**src/hw/rtl/ts_pes_payload_assembler_macros.svh**
```systemverilog
// assertion helpers for the assembler rtl
`ifndef TS_PES_PAYLOAD_ASSEMBLER_MACROS_SVH
`define TS_PES_PAYLOAD_ASSEMBLER_MACROS_SVH

// same-cycle implication
`define TSPA_ASSERT_NOW(lbl, pre, post) \
	lbl: assert property (@(posedge clk) disable iff (!arst_n) (pre) |-> (post)) \
		else $error("assertion failed");

// next-cycle implication
`define TSPA_ASSERT_NEXT(lbl, pre, post) \
	lbl: assert property (@(posedge clk) disable iff (!arst_n) (pre) |=> (post)) \
		else $error("assertion failed");

`endif

```
**src/hw/rtl/tspa_pkg.sv**
```systemverilog
package tspa_pkg;

	localparam logic [7:0] PACKET_BYTES = 8'd188;
	localparam logic [7:0] SYNC_BYTE    = 8'h47;
	localparam logic [7:0] STUFF_BYTE   = 8'hFF;
	localparam logic [7:0] SID_PRIV2    = 8'hBF;
	localparam logic [7:0] SID_PRIV1    = 8'hBD;
	localparam logic [7:0] PREFIX_END   = 8'h01;

	// pes header progress
	localparam logic [3:0] STEP_SID    = 4'd3;
	localparam logic [3:0] STEP_LEN_HI = 4'd4;
	localparam logic [3:0] STEP_LEN_LO = 4'd5;
	localparam logic [3:0] STEP_HDRLEN = 4'd8;
	localparam logic [3:0] STEP_OPT    = 4'd9;
	localparam logic [3:0] STEP_DATA   = 4'd10;

	typedef enum logic [2:0] {
		ST_DATA     = 3'd0,
		ST_BAD_SYNC = 3'd1,
		ST_NO_START = 3'd2,
		ST_INVALID  = 3'd3,
		ST_CC_BREAK = 3'd4
	} status_t;

endpackage

```
**src/hw/rtl/ts_pes_payload_assembler.sv**
```systemverilog
// MPEG-2 transport stream to PES private data reassembler.
// Input channel: one transport byte per transfer (data_byte, packet_first),
// handshaken with in_valid / in_stall. packet_first marks byte 0 of a packet;
// without it bytes are counted against the 188-byte packet length.
// Output channel: at most one result per input byte (out_byte, unit_last,
// status), handshaken with out_valid / out_stall. status 0 carries a private
// data byte of a 0xBF or 0xBD PES unit, unit_last marks its final byte; any
// other status is an abort with out_byte zero and unit_last set.
// The byte is first held in the input register, then its result is loaded
// into the result register. Throughput: one byte per cycle while no held
// result is stalled by the receiver, limited by the single pass of header and
// payload logic between the two registers.
// Reset empties both registers and clears all parsing state; no unit is open after it.
// When the receiver stalls with a result held, a byte in the input register
// waits there and in_stall stays high until the held result is taken.
module ts_pes_payload_assembler
	import tspa_pkg::*;
(
	input  logic       clk,
	input  logic       arst_n,
	input  logic       in_valid,
	output logic       in_stall,
	input  logic [7:0] data_byte,
	input  logic       packet_first,
	output logic       out_valid,
	input  logic       out_stall,
	output logic [7:0] out_byte,
	output logic       unit_last,
	output logic [2:0] status
);

`include "ts_pes_payload_assembler_macros.svh"

	logic        valid_s1;
	logic [7:0]  byte_s1;
	logic        first_s1;

	logic        out_valid_q;
	logic [7:0]  out_byte_q;
	logic        unit_last_q;
	status_t     status_q;

	logic [7:0]  byte_pos_q,   n_pos;
	logic [3:0]  last_cc_q,    n_last_cc;
	logic        cc_known_q,   n_cc_known;
	logic        collect_q,    n_collect;
	logic        unit_done_q,  n_unit_done;
	logic [2:0]  flags_q,      n_flags;
	logic [7:0]  skip_q,       n_skip;
	logic [3:0]  step_q,       n_step;
	logic [7:0]  sid_q,        n_sid;
	logic [15:0] pes_len_q,    n_pes_len;
	logic [16:0] remain_q,     n_remain;

	logic        adv;
	logic [7:0]  pos;
	logic [8:0]  start;
	logic        take, proceed, abort;
	status_t     abort_st;
	logic        res_v, res_last;
	logic [7:0]  res_byte;
	status_t     res_st;

	assign adv      = valid_s1 && (!out_valid_q || !out_stall);
	assign in_stall = valid_s1 && !adv;

	always_ff @(posedge clk or negedge arst_n) begin
		if (!arst_n) begin
			valid_s1 <= 1'b0;
		end else if (!in_stall) begin
			valid_s1 <= in_valid;
		end
	end

	always_ff @(posedge clk) begin
		if (in_valid && !in_stall) begin
			byte_s1  <= data_byte;
			first_s1 <= packet_first;
		end
	end

	always_comb begin
		n_pos       = byte_pos_q;
		n_last_cc   = last_cc_q;
		n_cc_known  = cc_known_q;
		n_collect   = collect_q;
		n_unit_done = unit_done_q;
		n_flags     = flags_q;
		n_skip      = skip_q;
		n_step      = step_q;
		n_sid       = sid_q;
		n_pes_len   = pes_len_q;
		n_remain    = remain_q;
		take        = 1'b0;
		proceed     = 1'b0;
		abort       = 1'b0;
		abort_st    = ST_INVALID;
		res_v       = 1'b0;
		res_last    = 1'b0;
		res_byte    = 8'd0;
		res_st      = ST_DATA;
		pos         = first_s1 ? 8'd0 : byte_pos_q;
		start       = flags_q[1] ? (9'd5 + {1'b0, byte_s1}) : 9'd4;

		if (pos < PACKET_BYTES) begin
			n_pos = pos + 8'd1;
			if (pos == 8'd0) begin
				n_flags   = 3'd0;
				n_collect = 1'b0;
				n_skip    = 8'd0;
				if (byte_s1 != SYNC_BYTE) begin
					abort    = 1'b1;
					abort_st = ST_BAD_SYNC;
				end
			end else if (pos == 8'd1) begin
				n_flags = {2'b00, byte_s1[6]};
			end else if (pos == 8'd2) begin
				n_flags = flags_q;
			end else if (pos == 8'd3) begin
				n_flags = {byte_s1[4], byte_s1[5], flags_q[0]};
				if (!cc_known_q) begin
					n_cc_known = 1'b1;
					n_last_cc  = byte_s1[3:0];
				end else begin
					n_last_cc = last_cc_q + 4'd1;
					if (n_last_cc != byte_s1[3:0]) begin
						// break: drop the unit but keep parsing this packet
						n_unit_done = 1'b1;
						n_step      = 4'd0;
						n_cc_known  = 1'b0;
						n_remain    = 17'd0;
						n_skip      = 8'd0;
						n_collect   = 1'b0;
						res_v       = 1'b1;
						res_last    = 1'b1;
						res_st      = ST_CC_BREAK;
					end
				end
			end else if (pos == 8'd4) begin
				if (!flags_q[2]) begin
					n_collect = 1'b0;
					n_pos     = PACKET_BYTES;
				end else if (!flags_q[0] && unit_done_q) begin
					abort    = 1'b1;
					abort_st = ST_NO_START;
				end else if (flags_q[0] && (!unit_done_q || start > {1'b0, PACKET_BYTES})) begin
					abort    = 1'b1;
					abort_st = ST_INVALID;
				end else if (start >= {1'b0, PACKET_BYTES}) begin
					// no room for payload
					n_unit_done = 1'b1;
					n_step      = 4'd0;
					n_cc_known  = 1'b0;
					n_remain    = 17'd0;
					n_skip      = 8'd0;
					n_collect   = 1'b0;
					n_pos       = PACKET_BYTES;
					if (!unit_done_q) begin
						res_v    = 1'b1;
						res_last = 1'b1;
						res_st   = ST_INVALID;
					end
				end else begin
					n_collect = 1'b1;
					if (flags_q[0]) begin
						n_unit_done = 1'b0;
						n_step      = 4'd0;
					end
					if (flags_q[1]) begin
						n_skip = byte_s1;
					end else begin
						take = 1'b1;
					end
				end
			end else if (collect_q) begin
				if (skip_q != 8'd0) begin
					n_skip = skip_q - 8'd1;
				end else begin
					take = 1'b1;
				end
			end
		end

		if (take) begin
			if (n_unit_done) begin
				if (byte_s1 == STUFF_BYTE) begin
					n_collect = 1'b0;
					n_pos     = PACKET_BYTES;
				end else begin
					n_unit_done = 1'b0;
					n_step      = 4'd0;
					proceed     = 1'b1;
				end
			end else begin
				proceed = 1'b1;
			end
		end

		if (proceed) begin
			if (n_step < STEP_SID) begin
				// start code prefix 00 00 01
				if (byte_s1 != ((n_step == 4'd2) ? PREFIX_END : 8'd0)) begin
					abort = 1'b1;
				end else begin
					n_step = n_step + 4'd1;
				end
			end else if (n_step == STEP_SID) begin
				if (byte_s1 != SID_PRIV2 && byte_s1 != SID_PRIV1) begin
					abort = 1'b1;
				end else begin
					n_sid  = byte_s1;
					n_step = STEP_LEN_HI;
				end
			end else if (n_step == STEP_LEN_HI) begin
				n_pes_len = {byte_s1, 8'd0};
				n_step    = STEP_LEN_LO;
			end else if (n_step == STEP_LEN_LO) begin
				n_pes_len = {pes_len_q[15:8], byte_s1};
				if (sid_q == SID_PRIV2) begin
					if (n_pes_len == 16'd0) begin
						abort = 1'b1;
					end else begin
						n_remain = {1'b0, n_pes_len};
						n_step   = STEP_DATA;
					end
				end else begin
					n_step = n_step + 4'd1;
				end
			end else if (n_step < STEP_HDRLEN) begin
				n_step = n_step + 4'd1;
			end else if (n_step == STEP_HDRLEN) begin
				if ({1'b0, pes_len_q} <= (17'd3 + {9'd0, byte_s1})) begin
					abort = 1'b1;
				end else begin
					n_remain = {1'b0, pes_len_q} - 17'd3 - {9'd0, byte_s1};
					if (byte_s1 == 8'd0) begin
						n_step = STEP_DATA;
					end else begin
						n_pes_len = {8'd0, byte_s1};
						n_step    = STEP_OPT;
					end
				end
			end else if (n_step == STEP_OPT) begin
				n_pes_len = pes_len_q - 16'd1;
				if (n_pes_len == 16'd0) begin
					n_step = STEP_DATA;
				end
			end else begin
				if (remain_q != 17'd0) begin
					n_remain = remain_q - 17'd1;
				end
				res_v    = 1'b1;
				res_byte = byte_s1;
				res_st   = ST_DATA;
				if (n_remain == 17'd0) begin
					n_unit_done = 1'b1;
					n_step      = 4'd0;
					res_last    = 1'b1;
				end
			end
		end

		if (abort) begin
			n_unit_done = 1'b1;
			n_step      = 4'd0;
			n_cc_known  = 1'b0;
			n_remain    = 17'd0;
			n_skip      = 8'd0;
			n_collect   = 1'b0;
			n_pos       = PACKET_BYTES;
			res_v       = 1'b1;
			res_last    = 1'b1;
			res_byte    = 8'd0;
			res_st      = abort_st;
		end
	end

	always_ff @(posedge clk or negedge arst_n) begin
		if (!arst_n) begin
			byte_pos_q  <= 8'd0;
			last_cc_q   <= 4'd0;
			cc_known_q  <= 1'b0;
			collect_q   <= 1'b0;
			unit_done_q <= 1'b1;
			flags_q     <= 3'd0;
			skip_q      <= 8'd0;
			step_q      <= 4'd0;
			sid_q       <= 8'd0;
			pes_len_q   <= 16'd0;
			remain_q    <= 17'd0;
		end else if (adv) begin
			byte_pos_q  <= n_pos;
			last_cc_q   <= n_last_cc;
			cc_known_q  <= n_cc_known;
			collect_q   <= n_collect;
			unit_done_q <= n_unit_done;
			flags_q     <= n_flags;
			skip_q      <= n_skip;
			step_q      <= n_step;
			sid_q       <= n_sid;
			pes_len_q   <= n_pes_len;
			remain_q    <= n_remain;
		end
	end

	always_ff @(posedge clk or negedge arst_n) begin
		if (!arst_n) begin
			out_valid_q <= 1'b0;
		end else if (adv) begin
			out_valid_q <= res_v;
		end else if (!out_stall) begin
			out_valid_q <= 1'b0;
		end
	end

	// result payload
	always_ff @(posedge clk) begin
		if (adv && res_v) begin
			out_byte_q  <= res_byte;
			unit_last_q <= res_last;
			status_q    <= res_st;
		end
	end

	assign out_valid = out_valid_q;
	assign out_byte  = out_byte_q;
	assign unit_last = unit_last_q;
	assign status    = status_q;

	`TSPA_ASSERT_NOW(a_abort_is_last, out_valid && status != ST_DATA, unit_last && out_byte == 8'd0)
	`TSPA_ASSERT_NOW(a_stall_cause, in_stall, valid_s1 && out_valid_q && out_stall)
	`TSPA_ASSERT_NEXT(a_last_closes, adv && res_v && res_last, unit_done_q && step_q == 4'd0)
	`TSPA_ASSERT_NOW(a_pos_range, valid_s1, byte_pos_q <= PACKET_BYTES)
	`TSPA_ASSERT_NEXT(a_cc_drop, adv && res_v && res_st != ST_DATA, !cc_known_q && !collect_q)

endmodule
```
**config.mk**
```make
export PLATFORM = sky130hd
export DESIGN_NAME = ts_pes_payload_assembler
export DESIGN_NICKNAME = d
export VERILOG_FILES = /design/src/hw/rtl/tspa_pkg.sv /design/src/hw/rtl/ts_pes_payload_assembler.sv
export VERILOG_INCLUDE_DIRS = /design/src /design/src/hw/rtl
export SDC_FILE = /design/constraint.sdc
export NUM_CORES = 1
export LEC_CHECK = 0
export ABC_AREA = 1
export BUFFER_PORTS_ARGS = -buffer_cell sky130_fd_sc_hd__buf_2
export CAP_MARGIN = 0
export CORE_AREA = 3 3 119 121
export CTS_CLUSTER_SIZE = 16
export DETAILED_ROUTE_END_ITERATION = 8
export DIE_AREA = 0 0 122 124
export GPL_ROUTABILITY_DRIVEN = 0
export PLACE_DENSITY = 0.92
export SETUP_SLACK_MARGIN = 0.05
export SLEW_MARGIN = 20
export SYNTH_ARGS = -nofsm -noshare
export SYNTH_HDL_FRONTEND = slang
export SYNTH_SLANG_ARGS = --single-unit
```
**constraint.sdc**
```tcl
create_clock -name clk -period 4.2 [get_ports clk]
set_input_delay 0.84 -clock clk [delete_from_list [all_inputs] [get_ports clk]]
set_output_delay 0.84 -clock clk [all_outputs]
set_load 0.01 [all_outputs]
```
==> impl_metrics.toml <==
[run_status]
status = "finished clean"

[clock_network]
worstSkewPairLatency_ns = 0.37
clk_path_buf_depth = 2
clkTransAtPathRegs_ns = 0.07
cts_tree = "yes"
cts_hold_buf = 0
root_buffer = "clkbuf_16"
cts_buffers = 9
h-tree-depth = 3
cts_num_sinks = 94

[pwr]
power.share.clock_pct = 15.0
ir_worst_vdd_mv = 0.323
p_leak_uw = 0.00455
cellPowerDensity_nw_per_um2 = 615
power_uw = 5670
power.switching_fraction_pct = 52.7
pwr-share-seq_pct = 24.0
combPwrFrac_pct = 60.9
p_switching_uw = 2990
internal_power_uw = 2680

[route]
drt-vias-per-instance = 6.35
wl_mm = 26.3
final_antenna_net_count = 0
drt-initial-drc-count = 1525
wl_per_cell_um = 17.8
drc = 0
first_pass_iters = 8
vias = 9374

[yosys]
synthTopCellsByCount = "309 x nand2_1, 168 x inv_1, 140 x nor2_1"
synth_top_family_by_area = "simple AND/OR/NAND/NOR gates"
netlist_top_cells_area = "dfrtp_1 21%, nand2_1 14%, edfxtp_1 7.5%"
yosys_warnings = 0
synth_compound_area_share_pct = 16.5
synth.distinct_cells = 60
synthCells = 1253
netlist.area_leader.share_pct = 21.4
synth-main-ff-cell = "dfrtp_1"
yosysSeqAreaShare_pct = 29.3
synth_area_um2 = 8400
ys_ff_latch = 94
async_flop_share_pct = 77.7
synth_area_per_cell_um2 = 6.71
synth_fa_ha_area_share_pct = 5.90
synth_edf_count = 21
synthesis.nets = 1305
yosysTopAreaCell = "dfrtp_1"
synth-xor-area-share_pct = 4.17
synth.area.mux_share_pct = 0
synthSimpleGateAreaFrac_pct = 34.5
yosys.cell_count.top_type = "nand2_1"

[final_layout]
multi_input_area_um2 = 5150
regArea_um2 = 2460
final_util_pct = 69.9
drive_above_1_share_pct = 9.77
antenna_cells = 0
syn2layout_area_growth_pct = 9.68
fillers = 1061
finalNetCount = 1347

[sta]
final.setup.tns_ns = 0
hold_viol_final = 0
grt_setup_unrepaired = "yes"
report.final.slew_viol_count = 0
max_freq_ghz = 0.248
worst_slew_pin_slew_ns = 0.994
fin_crit_ns = 4.03
skew_ns = 0.0129
finalSetupViolations = 0
timing.final.crit_share_pct = 96.1
setup_slack_ns = 0.165
relSlewSlack_pct = 33.7

[setup_path]
required_ns = 4.28
crit_path_start_kind = "register"
setup.worst_path.class = "reg2reg"
endpoint_kind = "register"
crit_arrival_ns = 4.11
cp_max_fo = 10

[place]
dp_hpwl_mm = 18.7
dp_slack_ns = 0.272
io_buffers = 26

[grt]
grt_pass1_wl_mm = 41.3
overflow = 0
antenna_found_initial = 0
grt_start_max_net_pins = 74
grt_pass1_vias = 8357
grt_usage_pct = 34.3

[job]
cap_violations = 0

[floorplanning]
core_um2 = 13200
die_h_um = 124
io_pins = 27
die-area_um2 = 15100
start_util_pct = 63.7
dieWidth_um = 122
rows = 42

[worst_hold_path]
hold_path.class = "reg2reg"
cell families (layout without fill, tap and decap cells):
| kind of cell | count (synthesis) | in the layout |
|---|---|---|
| xor gates and xnor gates | 40 | 40 |
| AOI/OAI and AO/OA | 237 | 237 |
| DFF | 94 | 94 |
| buffers and inverters | 210 | 257 |
| adders and majority gates | 39 | 39 |
| and+or+nand+nor | 633 | 633 |
critical path, cell delays in order, from the launching register on:
cell	delay, ns
edfxtp_1	0.50
nor2_1	0.39
nor3_4	0.10
buf_4	0.16
buf_4	0.14
nand2_1	0.08
nand3_1	0.13
nor2_4	0.22
nand3_1	0.11
nand2_1	0.11
nand2_4	0.08
nor2_4	0.24
nor2_4	0.09
nand2_4	0.13
nand3_1	0.13
nand2_1	0.10
nand2_1	0.06
nand2_1	0.06
nand2_1	0.09
nand2_4	0.16
nand2_8	0.09
nand2_1	0.07
inv_1	0.07
a21oi_4	0.24
buf_12	0.18
power by group through the flow:
stage	combinational [uW]	sequential (uW)	clock [uW]
3_5_place_dp	3190	1360	0
6_report	3460	1360	852
5_1_grt	3770	1380	884
3_3_place_gp	3130	1350	0
2_1_floorplan	2470	1320	0
4_1_cts	3240	1350	847
worst paths after layout:
kind / start / end / slack [ns] / cells after the start
setup / recovery: first_s1 / out_byte[6] / 0.17 / 24
hold / removal: sid_q[7] / sid_q[7] / 0.46 / 2
setup reg to reg: first_s1 / out_byte[6] / 0.17 / 24
hold reg to reg: sid_q[7] / sid_q[7] / 0.46 / 2
max in group asynchronous: arst_n / sid_q[0] / 2.92 / 1
min in group asynchronous: arst_n / remain_q[0] / 0.64 / 1
layout make-up:
type | instances | share of cell area (%)
sequential | 94 | 26.7
clock buffer | 9 | 2.44
inverter | 181 | 7.40
multi-input combinational | 949 | 55.9
timing repair buffer | 60 | 4.34
clock inverter | 7 | 0.869
tap | 176 | 2.39
placed cells by master (no fill, tap or decap), types with 6 or more instances in the layout:
| cell type | n |
|---|---|
| o21ai_1 | 10 |
| o211ai_1 | 9 |
| buf_2 | 25 |
| nor2_1 | 138 |
| o22ai_1 | 25 |
| ha_1 | 38 |
| nand2_1 | 309 |
| clkinv_1 | 6 |
| o21ai_0 | 86 |
| dfrtp_1 | 72 |
| nand4_1 | 31 |
| inv_1 | 168 |
| buf_4 | 34 |
| inv_2 | 6 |
| edfxtp_1 | 21 |
| xor2_1 | 36 |
| nand3_1 | 83 |
| nor4_1 | 6 |
| a21oi_1 | 63 |
| clkbuf_16 | 9 |
| nor3_1 | 20 |
routing by layer:
metal / global-route usage, % / share of wire [%] / routed length (um) / up-vias
met5: 0 / 0 / 0 / -
met4: 15.5 / 4.7 / 1230 / 0
met3: 8.45 / 14 / 3790 / 161
met2: 51.5 / 42 / 11100 / 769
met1: 47.0 / 39 / 10200 / 4176
li1: - / - / - / 4268
per-stage QoR:
stage | hold slack (ns) | area [um2] | instances
finish | 0.456 | 9220 | 1476
global route | 0.487 | 9220 | 1476
CTS | 0.462 | 9130 | 1467
detailed placement | 0.444 | 8820 | 1451
global placement | 0.433 | 8820 | 1451
floorplan | 0.422 | 8400 | 1253
flip-flops by register name, indices dropped and copies added (netlist names), 4 cells and up:
signal / flops
remain_q: 17
out_byte: 8
pes_len_q: 16
skip_q: 8
last_cc_q: 4
byte_s1: 8
sid_q: 8
step_q: 4
byte_pos_q: 8
repair_timing:
action                                  in CTS  in global routing
endpoints found under the setup margin       0                 38
resized for setup                            0                  6
endpoints found under the hold margin        0                  0
buffers inserted                             0                  9
Power figures use the tool's default switching activity.
